===== config.mk =====
export PLATFORM = sky130hd
export DESIGN_NAME = indexed_insert_delete_list
export DESIGN_NICKNAME = d
export VERILOG_FILES = /design/src/hw/rtl/iidl_pkg.sv /design/src/hw/rtl/iidl_ctrl.sv /design/src/hw/rtl/iidl_dp.sv /design/src/hw/rtl/indexed_insert_delete_list.sv
export SDC_FILE = /design/constraint.sdc
export NUM_CORES = 2
export LEC_CHECK = 0
export BUFFER_PORTS_ARGS = -buffer_cell sky130_fd_sc_hd__buf_2
export CORE_ASPECT_RATIO = 1.1
export CORE_MARGIN = 2
export CORE_UTILIZATION = 53
export DETAILED_ROUTE_END_ITERATION = 10
export PLACE_DENSITY = 0.73
export RECOVER_POWER = 50
export SYNTH_ARGS = -nofsm -noshare
export SYNTH_HDL_FRONTEND = slang
export SYNTH_SLANG_ARGS = --single-unit
export TNS_END_PERCENT = 20

===== constraint.sdc =====
create_clock -name i_clk -period 5.2 [get_ports i_clk]
set_clock_uncertainty 0.1 [all_clocks]
set_input_delay 0.52 -clock i_clk [delete_from_list [all_inputs] [get_ports i_clk]]
set_output_delay 0.52 -clock i_clk [all_outputs]
set_load 0.02 [all_outputs]

===== src/hw/rtl/iidl_pkg.sv =====
package iidl_pkg;

    // List capacity and stored entry width.
    localparam int CAPACITY = 16;
    localparam int DATA_W   = 32;

    // Fixed field widths of the request and result beats.
    localparam int FUNC_W   = 2;
    localparam int POS_W    = 5;
    localparam int VALUE_W  = 32;
    localparam int STATUS_W = 2;
    localparam int RDATA_W  = 32;
    localparam int COUNT_W  = 5;

    // Internal widths. Only the low bits of the value field can ever be stored,
    // so an entry never needs to be wider than the value field.
    localparam int STORE_W = (DATA_W < VALUE_W) ? DATA_W : VALUE_W;
    localparam int IDX_W   = (CAPACITY > 1) ? $clog2(CAPACITY) : 1;
    localparam int CNT_W   = $clog2(CAPACITY + 1);

    typedef enum logic [FUNC_W-1:0] {
        OP_INSERT = 2'd0,
        OP_DELETE = 2'd1,
        OP_UPDATE = 2'd2,
        OP_SELECT = 2'd3
    } t_op;

    typedef enum logic [STATUS_W-1:0] {
        ST_OK    = 2'd0,
        ST_RANGE = 2'd1,
        ST_EMPTY = 2'd2,
        ST_FULL  = 2'd3
    } t_status;

    // Commands from the controller to the datapath.
    typedef struct packed {
        logic latch;  // capture the request beat
        logic exec;   // check, commit and register the result
    } t_cmd;

endpackage


===== src/hw/rtl/iidl_ctrl.sv =====
module iidl_ctrl (
    input  logic          i_clk,
    input  logic          i_rst_n,
    input  logic          i_in_valid,
    input  logic          i_out_ready,
    output logic          o_in_ready,
    output logic          o_out_valid,
    output iidl_pkg::t_cmd o_cmd
);
    import iidl_pkg::*;

    typedef enum logic [2:0] {
        S_IDLE = 3'b001,
        S_EXEC = 3'b010,
        S_RESP = 3'b100
    } t_state;

    t_state r_state;
    t_state n_state;

    always_comb begin
        n_state = r_state;
        case (r_state)
            S_IDLE: begin
                if (i_in_valid) begin
                    n_state = S_EXEC;
                end
            end
            S_EXEC: begin
                n_state = S_RESP;
            end
            S_RESP: begin
                if (i_out_ready) begin
                    n_state = S_IDLE;
                end
            end
            default: begin
                n_state = S_IDLE;
            end
        endcase
    end

    always_ff @(posedge i_clk) begin
        if (!i_rst_n) begin
            r_state <= S_IDLE;
        end else begin
            r_state <= n_state;
        end
    end

    assign o_in_ready  = (r_state == S_IDLE);
    assign o_out_valid = (r_state == S_RESP);
    assign o_cmd.latch = (r_state == S_IDLE) && i_in_valid;
    assign o_cmd.exec  = (r_state == S_EXEC);

endmodule


===== src/hw/rtl/iidl_dp.sv =====
module iidl_dp (
    input  logic                           i_clk,
    input  logic                           i_rst_n,
    input  iidl_pkg::t_cmd                 i_cmd,
    input  logic [iidl_pkg::FUNC_W-1:0]    i_func,
    input  logic [iidl_pkg::POS_W-1:0]     i_position,
    input  logic [iidl_pkg::VALUE_W-1:0]   i_value,
    output logic [iidl_pkg::STATUS_W-1:0]  o_status,
    output logic [iidl_pkg::RDATA_W-1:0]   o_read_data,
    output logic [iidl_pkg::COUNT_W-1:0]   o_count
);
    import iidl_pkg::*;

    // Captured request.
    t_op                r_op;
    logic [POS_W-1:0]   r_pos;
    logic [STORE_W-1:0] r_val;

    // List storage and fill level.
    logic [STORE_W-1:0] r_entries [CAPACITY];
    logic [STORE_W-1:0] n_entries [CAPACITY];
    logic [CNT_W-1:0]   r_count;
    logic [CNT_W-1:0]   n_count;

    // Registered result.
    t_status            r_status;
    t_status            n_status;
    logic [RDATA_W-1:0] r_rdata;
    logic [RDATA_W-1:0] n_rdata;

    logic [31:0]        pos_ext;
    logic [31:0]        cnt_ext;
    logic [STORE_W-1:0] rd_word;

    assign pos_ext = 32'(r_pos);
    assign cnt_ext = 32'(r_count);
    // Only used when the position is below the count, so it is in range.
    assign rd_word = r_entries[IDX_W'(r_pos)];

    always_comb begin
        n_status = ST_OK;
        if (r_op == OP_INSERT) begin
            if (pos_ext > cnt_ext) begin
                n_status = ST_RANGE;
            end else if (cnt_ext >= CAPACITY) begin
                n_status = ST_FULL;
            end
        end else if (r_count == '0) begin
            n_status = ST_EMPTY;
        end else if (pos_ext >= cnt_ext) begin
            n_status = ST_RANGE;
        end
    end

    always_comb begin
        n_entries = r_entries;
        n_count   = r_count;
        n_rdata   = '0;
        if (n_status == ST_OK) begin
            case (r_op)
                OP_INSERT: begin
                    // Every entry above the gap takes its lower neighbor.
                    for (int i = 1; i < CAPACITY; i++) begin
                        if (32'(i) > pos_ext) begin
                            n_entries[i] = r_entries[i-1];
                        end
                    end
                    // A successful insert has a position below the capacity.
                    n_entries[IDX_W'(r_pos)] = r_val;
                    n_count = r_count + CNT_W'(1);
                end
                OP_DELETE: begin
                    // Every entry from the position on takes its upper neighbor.
                    for (int i = 0; i < CAPACITY - 1; i++) begin
                        if (32'(i) >= pos_ext) begin
                            n_entries[i] = r_entries[i+1];
                        end
                    end
                    n_count = r_count - CNT_W'(1);
                    n_rdata = RDATA_W'(rd_word);
                end
                OP_UPDATE: begin
                    n_entries[IDX_W'(r_pos)] = r_val;
                end
                OP_SELECT: begin
                    n_rdata = RDATA_W'(rd_word);
                end
                default: begin
                    n_rdata = '0;
                end
            endcase
        end
    end

    always_ff @(posedge i_clk) begin
        if (i_cmd.latch) begin
            r_op  <= t_op'(i_func);
            r_pos <= i_position;
            r_val <= STORE_W'(i_value);
        end
        if (i_cmd.exec) begin
            r_entries <= n_entries;
            r_status  <= n_status;
            r_rdata   <= n_rdata;
        end
    end

    always_ff @(posedge i_clk) begin
        if (!i_rst_n) begin
            r_count <= '0;
        end else if (i_cmd.exec) begin
            r_count <= n_count;
        end
    end

    assign o_status    = r_status;
    assign o_read_data = r_rdata;
    assign o_count     = COUNT_W'(r_count);

endmodule


===== src/hw/rtl/indexed_insert_delete_list.sv =====
// Each accepted request beat is captured into the request registers and executed in
// the execute state, where the result registers are loaded; its result beat is then
// valid in the response state until it is taken.
// The three-state controller handles one request at a time, so a new request beat is
// accepted only once the previous result beat has been taken.
// Reset (synchronous, active low) empties the list and idles the controller; entry
// contents are not cleared, as no read can reach an entry at or above the count.
module indexed_insert_delete_list (
    input  logic                           i_clk,
    input  logic                           i_rst_n,
    // Request channel.
    input  logic                           i_valid,
    output logic                           o_ready,
    input  logic [iidl_pkg::FUNC_W-1:0]    i_func,
    input  logic [iidl_pkg::POS_W-1:0]     i_position,
    input  logic [iidl_pkg::VALUE_W-1:0]   i_value,
    // Result channel.
    output logic                           o_valid,
    input  logic                           i_ready,
    output logic [iidl_pkg::STATUS_W-1:0]  o_status,
    output logic [iidl_pkg::RDATA_W-1:0]   o_read_data,
    output logic [iidl_pkg::COUNT_W-1:0]   o_count
);
    import iidl_pkg::*;

    // Commands from the controller to the datapath.
    t_cmd cmd;

    // The controller sequences each request through capture, execution and
    // result hand-off. It takes a new request beat only while idle.
    iidl_ctrl u_ctrl (
        .i_clk       (i_clk),
        .i_rst_n     (i_rst_n),
        .i_in_valid  (i_valid),
        .i_out_ready (i_ready),
        .o_in_ready  (o_ready),
        .o_out_valid (o_valid),
        .o_cmd       (cmd)
    );

    // The datapath holds the list in a register array. Insert and delete move
    // all affected entries one place all together, each entry choosing
    // between itself, its neighbors and the new value. The bound checks
    // against the count and the result are registered in the execute cycle,
    // and the result registers hold steady while the result beat waits.
    iidl_dp u_dp (
        .i_clk       (i_clk),
        .i_rst_n     (i_rst_n),
        .i_cmd       (cmd),
        .i_func      (i_func),
        .i_position  (i_position),
        .i_value     (i_value),
        .o_status    (o_status),
        .o_read_data (o_read_data),
        .o_count     (o_count)
    );

endmodule


### Yosys cells after proc, flatten, opt, wreduce, memory -nomap -nowiden

Cells that the tools add are included.

| storage, ports and cells | value |
|---|---|
| flip-flop bits (word level) | 593 |
| bits of input ports | 43 |
| word-level logic and storage cells | 190 |

| operators by class | value |
|---|---|
| add/sub/neg operators | 2 |
| order comparisons | 35 |
| equal/unequal tests | 23 |
| mux-type cells | 78 |
| bitwise operators | 1 |
| reductions and logical operators | 28 |

Operators with widths:

| cell | number |
|---|---|
| two-way mux 32 bit | 63 |
| case mux 480 bit (3 select lines) | 1 |
| bitwise mux 512 bit | 2 |
| binary-select mux 32 bit (select 4 bit) | 1 |
| demux 32 bit (select 4 bit) | 1 |
| case mux 32 bit (2 select lines) | 1 |
| AND reduction 4 bit | 15 |
| > comparator 4 x 5 -> 1 bit, first input constant | 8 |
| >= comparator 4 x 5 -> 1 bit, first input constant | 7 |
| != test 2 x 1 -> 1 bit, second input constant | 16 |
| >= comparator 3 x 5 -> 1 bit, first input constant | 4 |
| > comparator 3 x 5 -> 1 bit, first input constant | 4 |
| >= comparator 1 x 5 -> 1 bit, first input constant | 2 |
| >= comparator 2 x 5 -> 1 bit, first input constant | 2 |
| >= comparator 5 bit, second input constant | 2 |
| > comparator 2 x 5 -> 1 bit, first input constant | 2 |
| case mux 5 bit (2 select lines) | 1 |
| case mux 3 bit (3 select lines) | 1 |
| two-way mux 2 bit | 4 |
| two-way mux 3 bit | 2 |
| AND reduction 3 bit | 2 |
| adder 5 x 1 -> 5 bit, second input constant | 1 |
| >= comparator 5 bit | 1 |
| > comparator 1 x 5 -> 1 bit, first input constant | 1 |
| 18 further kinds | 23 |

### Longest topological paths before layout

| logic depth | value |
|---|---|
| word-level depth | 8 |
| gate-level depth with buffers | 12 |

### Cells and area by module

Synthesis repeated with hierarchy kept, for this count alone.

| second synthesis, totals | value |
|---|---|
| cells, all modules | 3928 |
| area total of the unflattened synthesis | 38400.6 sq um |

Modules (own cells, without submodules):

| module | instances | cells each | area an instance (sq um) |
|---|---|---|---|
| iidl_dp | 1 | 3913 | 38246.7 |
| iidl_ctrl | 1 | 15 | 153.9 |

### Worst setup path after synthesis

Ideal clock, no wire load.

| timing path | value |
|---|---|
| kind | flip-flop to flip-flop |
| start | register u_ctrl.r_state[1] |
| end | register u_dp.r_entries[448] (netlist bit), enable pin |
| data arrival time | 5021 ps |
| required time | 4630 ps |
| path slack | -392 ps |
| stages on the path, launching flop included | 4 |
| path buffers | 0 |
| period minus slack after synthesis | 5592 ps |
| cells stage by stage | dfxtp_1 -> nor3b_2 -> o2111ai_1 -> a211oi_1 |

| on the way | value |
|---|---|
| word-level cells in the longest chain between the ends | 2 |

RTL lines:

| item | line | source |
|---|---|---|
| start, declared | iidl_ctrl.sv:18 | `t_state r_state;` |
| start signal, assigned | iidl_ctrl.sv:47 | `r_state <= n_state;` |
| == test 3 x 2 -> 1 bit | iidl_ctrl.sv:54 | `assign o_cmd.exec = (r_state == S_EXEC);` |
| AND reduction 4 bit (no line) | -- |  |
| end signal, assigned | iidl_dp.sv:102 | `r_entries <= n_entries;` |
| end, declared | iidl_dp.sv:20 | `logic [STORE_W-1:0] r_entries [CAPACITY];` |

Every way passes these cells.
A chain may end at the register's enable or synchronous reset.

### Final worst setup path

| timing path | value |
|---|---|
| start | register u_dp.r_op[0] |
| end | register u_dp.r_entries[151] (netlist bit), data pin |

| on the way | value |
|---|---|
| word-level cells in the longest chain between the ends | 2 |
| elaborated cells on any way between the ends | 4 |

RTL lines:

| item | line | source |
|---|---|---|
| start, declared | iidl_dp.sv:15 | `t_op r_op;` |
| start signal, assigned | iidl_dp.sv:97 | `r_op <= t_op'(i_func);` |
| == test 2 bit, or another cell as far along | iidl_dp.sv:60 | `case (r_op)` |
| case mux 480 bit (3 select lines) * | iidl_dp.sv:60 |  |

Every way passes the cells marked *; elsewhere a longest branch is shown, timed or not.

==> results.sh <==
export IMPL_hold_viol_final=0
export IMPL_die_h_um=287.6
export IMPL_synth_top_family_by_area="compound AO/OA/AOI/OAI gates"
export IMPL_cts_root_buf="clkbuf_16"
export IMPL_slew_violations=207
export IMPL_num_rows=103
export IMPL_first_global_vias=31531
export IMPL_place_gp_congestion=0.8862
export IMPL_drt_iter0_markers=5245
export IMPL_crit_fanout=62
export IMPL_netlist_area_mm2=0.03875
export IMPL_timing_final_crit_share_pct=85.65
export IMPL_synth_compound_area_share_pct=23.89
export IMPL_seq_area_frac_synth_pct=45.75
export IMPL_postCtsHoldBufs=38
export IMPL_cp_arrival_ns=4.82
export IMPL_core_mm2=0.07204
export IMPL_holdWs_ns=0.05153
export IMPL_ctsLongestPathBuffers=3
export IMPL_worstHoldPathType="in -> reg"
export IMPL_cts_tree="done"
export IMPL_synth_edf_count=585
export IMPL_timing_slew_headroom_pct=-88.05
export IMPL_avgSynthCellArea_um2=9.753
export IMPL_port_buffers=83
export IMPL_rsz0062_at_grt="no"
export IMPL_dp_hpwl_mm=81.28
export IMPL_maxCapViolCount=7
export IMPL_status="finished with violations"
export IMPL_finalNetCount=3877
export IMPL_violations="max-capacitance violations, max-slew violations"
export IMPL_antenna_found_initial=7
export IMPL_drive_gt1_share_pct=11.01
export IMPL_grt_first_pass_wirelength_mm=193.8
export IMPL_peakVddDrop_mv=0.2584
export IMPL_synthAdderAreaFrac_pct=0.4714
export IMPL_critPathLaunchType="flip-flop"
export IMPL_period_needed_ns=4.454
export IMPL_die_w_um=261.8
export IMPL_yosysTopAreaCell="edfxtp_1"
export IMPL_wl_per_cell_um=26.07
export IMPL_p_per_area_mw_per_mm2=303.4
export IMPL_cts_buffers=67
export IMPL_max_slew_worst_pin_slew_ns=2.819
export IMPL_initial_core_util_pct=53.79
export IMPL_ys_seq_elements=593
export IMPL_crit_type="reg -> reg"
export IMPL_syn_inst=3973
export IMPL_cts_setup_buffers=0
export IMPL_synth_nets=4030
export IMPL_max_freq_ghz=0.2245
export IMPL_cts_resized=0
export IMPL_syn_to_final_growth_pct=8.379
export IMPL_die_area_mm2=0.07529
export IMPL_vias=33426
export IMPL_yosys_warnings=0
export IMPL_end_kind="flip-flop"
export IMPL_grtUsageTotal_pct=33.21
export IMPL_wl_mm=125.6
export IMPL_clk_latency_ns=0.63
export IMPL_setup_viol=0
export IMPL_synth_distinct_cells=64
export IMPL_synthSimpleGateAreaFrac_pct=11.24
export IMPL_clock_sinks=593
export IMPL_synthArstFlopShare_pct=0
export IMPL_synth_area_mux_share_pct=13.56
export IMPL_clkTransAtPathRegs_ns=0.06
export IMPL_final_core_util_pct=58.30
export IMPL_synthTopCellsByArea="edfxtp_1, mux4_2, nand2_1, o21ai_0, a21oi_1"
export IMPL_ant_nets=0
export IMPL_tns_ns=0
export IMPL_synthFlopType="edfxtp_1"
export IMPL_synth_xor_area_share_pct=0.04521
export IMPL_worstPathRequired_ns=5.57
export IMPL_drc=0
export IMPL_grt_ovfl_total=0
export IMPL_ctsHtreeMaxLevel=3
export IMPL_synth_top_area_share_pct=45.33
export IMPL_leakage_nw=14.89
export IMPL_ioPinCount=84
export IMPL_viasPerCell=6.941
export IMPL_dr_pass1_iters=6
export IMPL_grt_max_degree=128
[stage by stage]
stage,std cells,instance area [µm²],total power (W),setup slack (ns)
after global routing,4816,42000,0.01310,0.5614
final,4816,42000,0.01274,0.7464
after global placement,4658,39600,0.007805,1.388
after CTS,4815,42170,0.01274,1.288
after detailed placement,4658,39600,0.007861,1.315
after floorplan,3973,38750,0.007243,0.4086
[logic make-up (layout without fill, tap and decap cells)]
kind of cell             count (synthesis)  count (layout)
AO/OA/AOI/OAI                         1515            1515
AND/OR/NAND/NOR                       1074            1074
flip-flops                             593             593
buffers and inverters                  450             347
multiplexers                           325             325
adder cells (fa/ha/maj)                 14              14
XOR/XNOR                                 2               2
other                                    0               1
[sequential cells by signal, summed over array words and instances (netlist names)]
| register | count |
|---|---|
| u_dp.r_entries | 512 |
| u_dp.o_read_data | 32 |
| u_dp.r_val | 32 |
| u_dp.o_count | 5 |
| u_dp.r_pos | 5 |
| u_ctrl.r_state | 3 |
| u_dp.o_status | 2 |
| u_dp.r_op | 2 |
[layout make-up]
| type | count | area, µm² |
|---|---|---|
| Antenna cell | 1 | 2.502 |
| Clock buffer | 83 | 1768 |
| Clock inverter | 36 | 421.7 |
| Fill cell | 5925 | 30040 |
| Inverter | 11 | 41.29 |
| Multi-Input combinational cell | 2930 | 19300 |
| Sequential cell | 593 | 17730 |
| Tap cell | 945 | 1182 |
| Timing Repair Buffer | 217 | 1555 |
[cell usage after synthesis, drive strengths merged, types with 4 or more instances]
cell    count
inv        11
mux4      160
nand2     611
ha         13
buf       158
nor3b       4
nor2      366
a211oi    148
o22ai       4
a211o      40
edfxtp    585
or2         8
a221oi     12
a22o       84
nand2b      5
a21o      162
o221ai     48
and2       11
nand3       6
nor2b      38
clkbuf    281
o21ai     584
a21oi     366
dfxtp       8
nor3        7
a22oi      47
and3        4
o31ai       5
mux2i     165
[critical path: stages, from the launching register on]
cell      delay (ns)
edfxtp_1        0.41
inv_1           0.11
ha_1            1.11
and2_2          1.31
clkbuf_1        0.83
nand2_1         0.22
o21ai_0         0.12
[metal layers]
layer  vias to the layer above  track usage (%)  routed length (µm)
met1                     16148            46.45               47920
met4                         6            14.16                5177
met2                      2403            50.26               56340
li1                      14551                -                   -
met3                       318            6.938               16080
met5                         -                0                  46
[path summary, 6_finish.rpt]
check        cells after the start              start                  end  slack, ns
max                              6       u_dp.r_op[0]  u_dp.r_entries[151]       0.75
max reg2reg                      6       u_dp.r_op[0]  u_dp.r_entries[151]       0.75
min                              2            i_valid    u_ctrl.r_state[1]       0.05
min reg2reg                      1  u_ctrl.r_state[0]    u_ctrl.r_state[2]       0.44
[power breakdown]
part / switching (W) / leakage, nW / total [W] / internal, W
sequential: 0.000148 / 5.43 / 0.00555 / 0.00540
combinational: 0.00138 / 8.39 / 0.00227 / 0.000884
clock: 0.00206 / 1.07 / 0.00492 / 0.00287
[cell usage in the layout, fill, tap and decap left out, types with 5 or more instances in the layout]
master	instances
inv_1	11
nor2_1	345
clkinv_2	10
a21oi_1	359
inv_6	5
a22oi_1	47
a211oi_1	147
clkbuf_16	68
mux4_2	160
buf_12	10
buf_4	78
ha_1	12
nand3_1	6
mux2i_1	165
a211o_1	40
buf_2	37
and2_1	5
clkinv_1	11
o21ai_0	543
nor2_4	13
clkbuf_1	67
a21o_1	162
bufinv_16	9
nand2_1	611
nand2b_1	5
nor2_2	8
o21ai_1	41
a21oi_4	5
dlygate4sd3_1	38
a22o_1	84
a221oi_1	12
o221ai_1	48
dfxtp_1	8
nor2b_1	38
edfxtp_1	585
(Power assumes the default switching activity.)
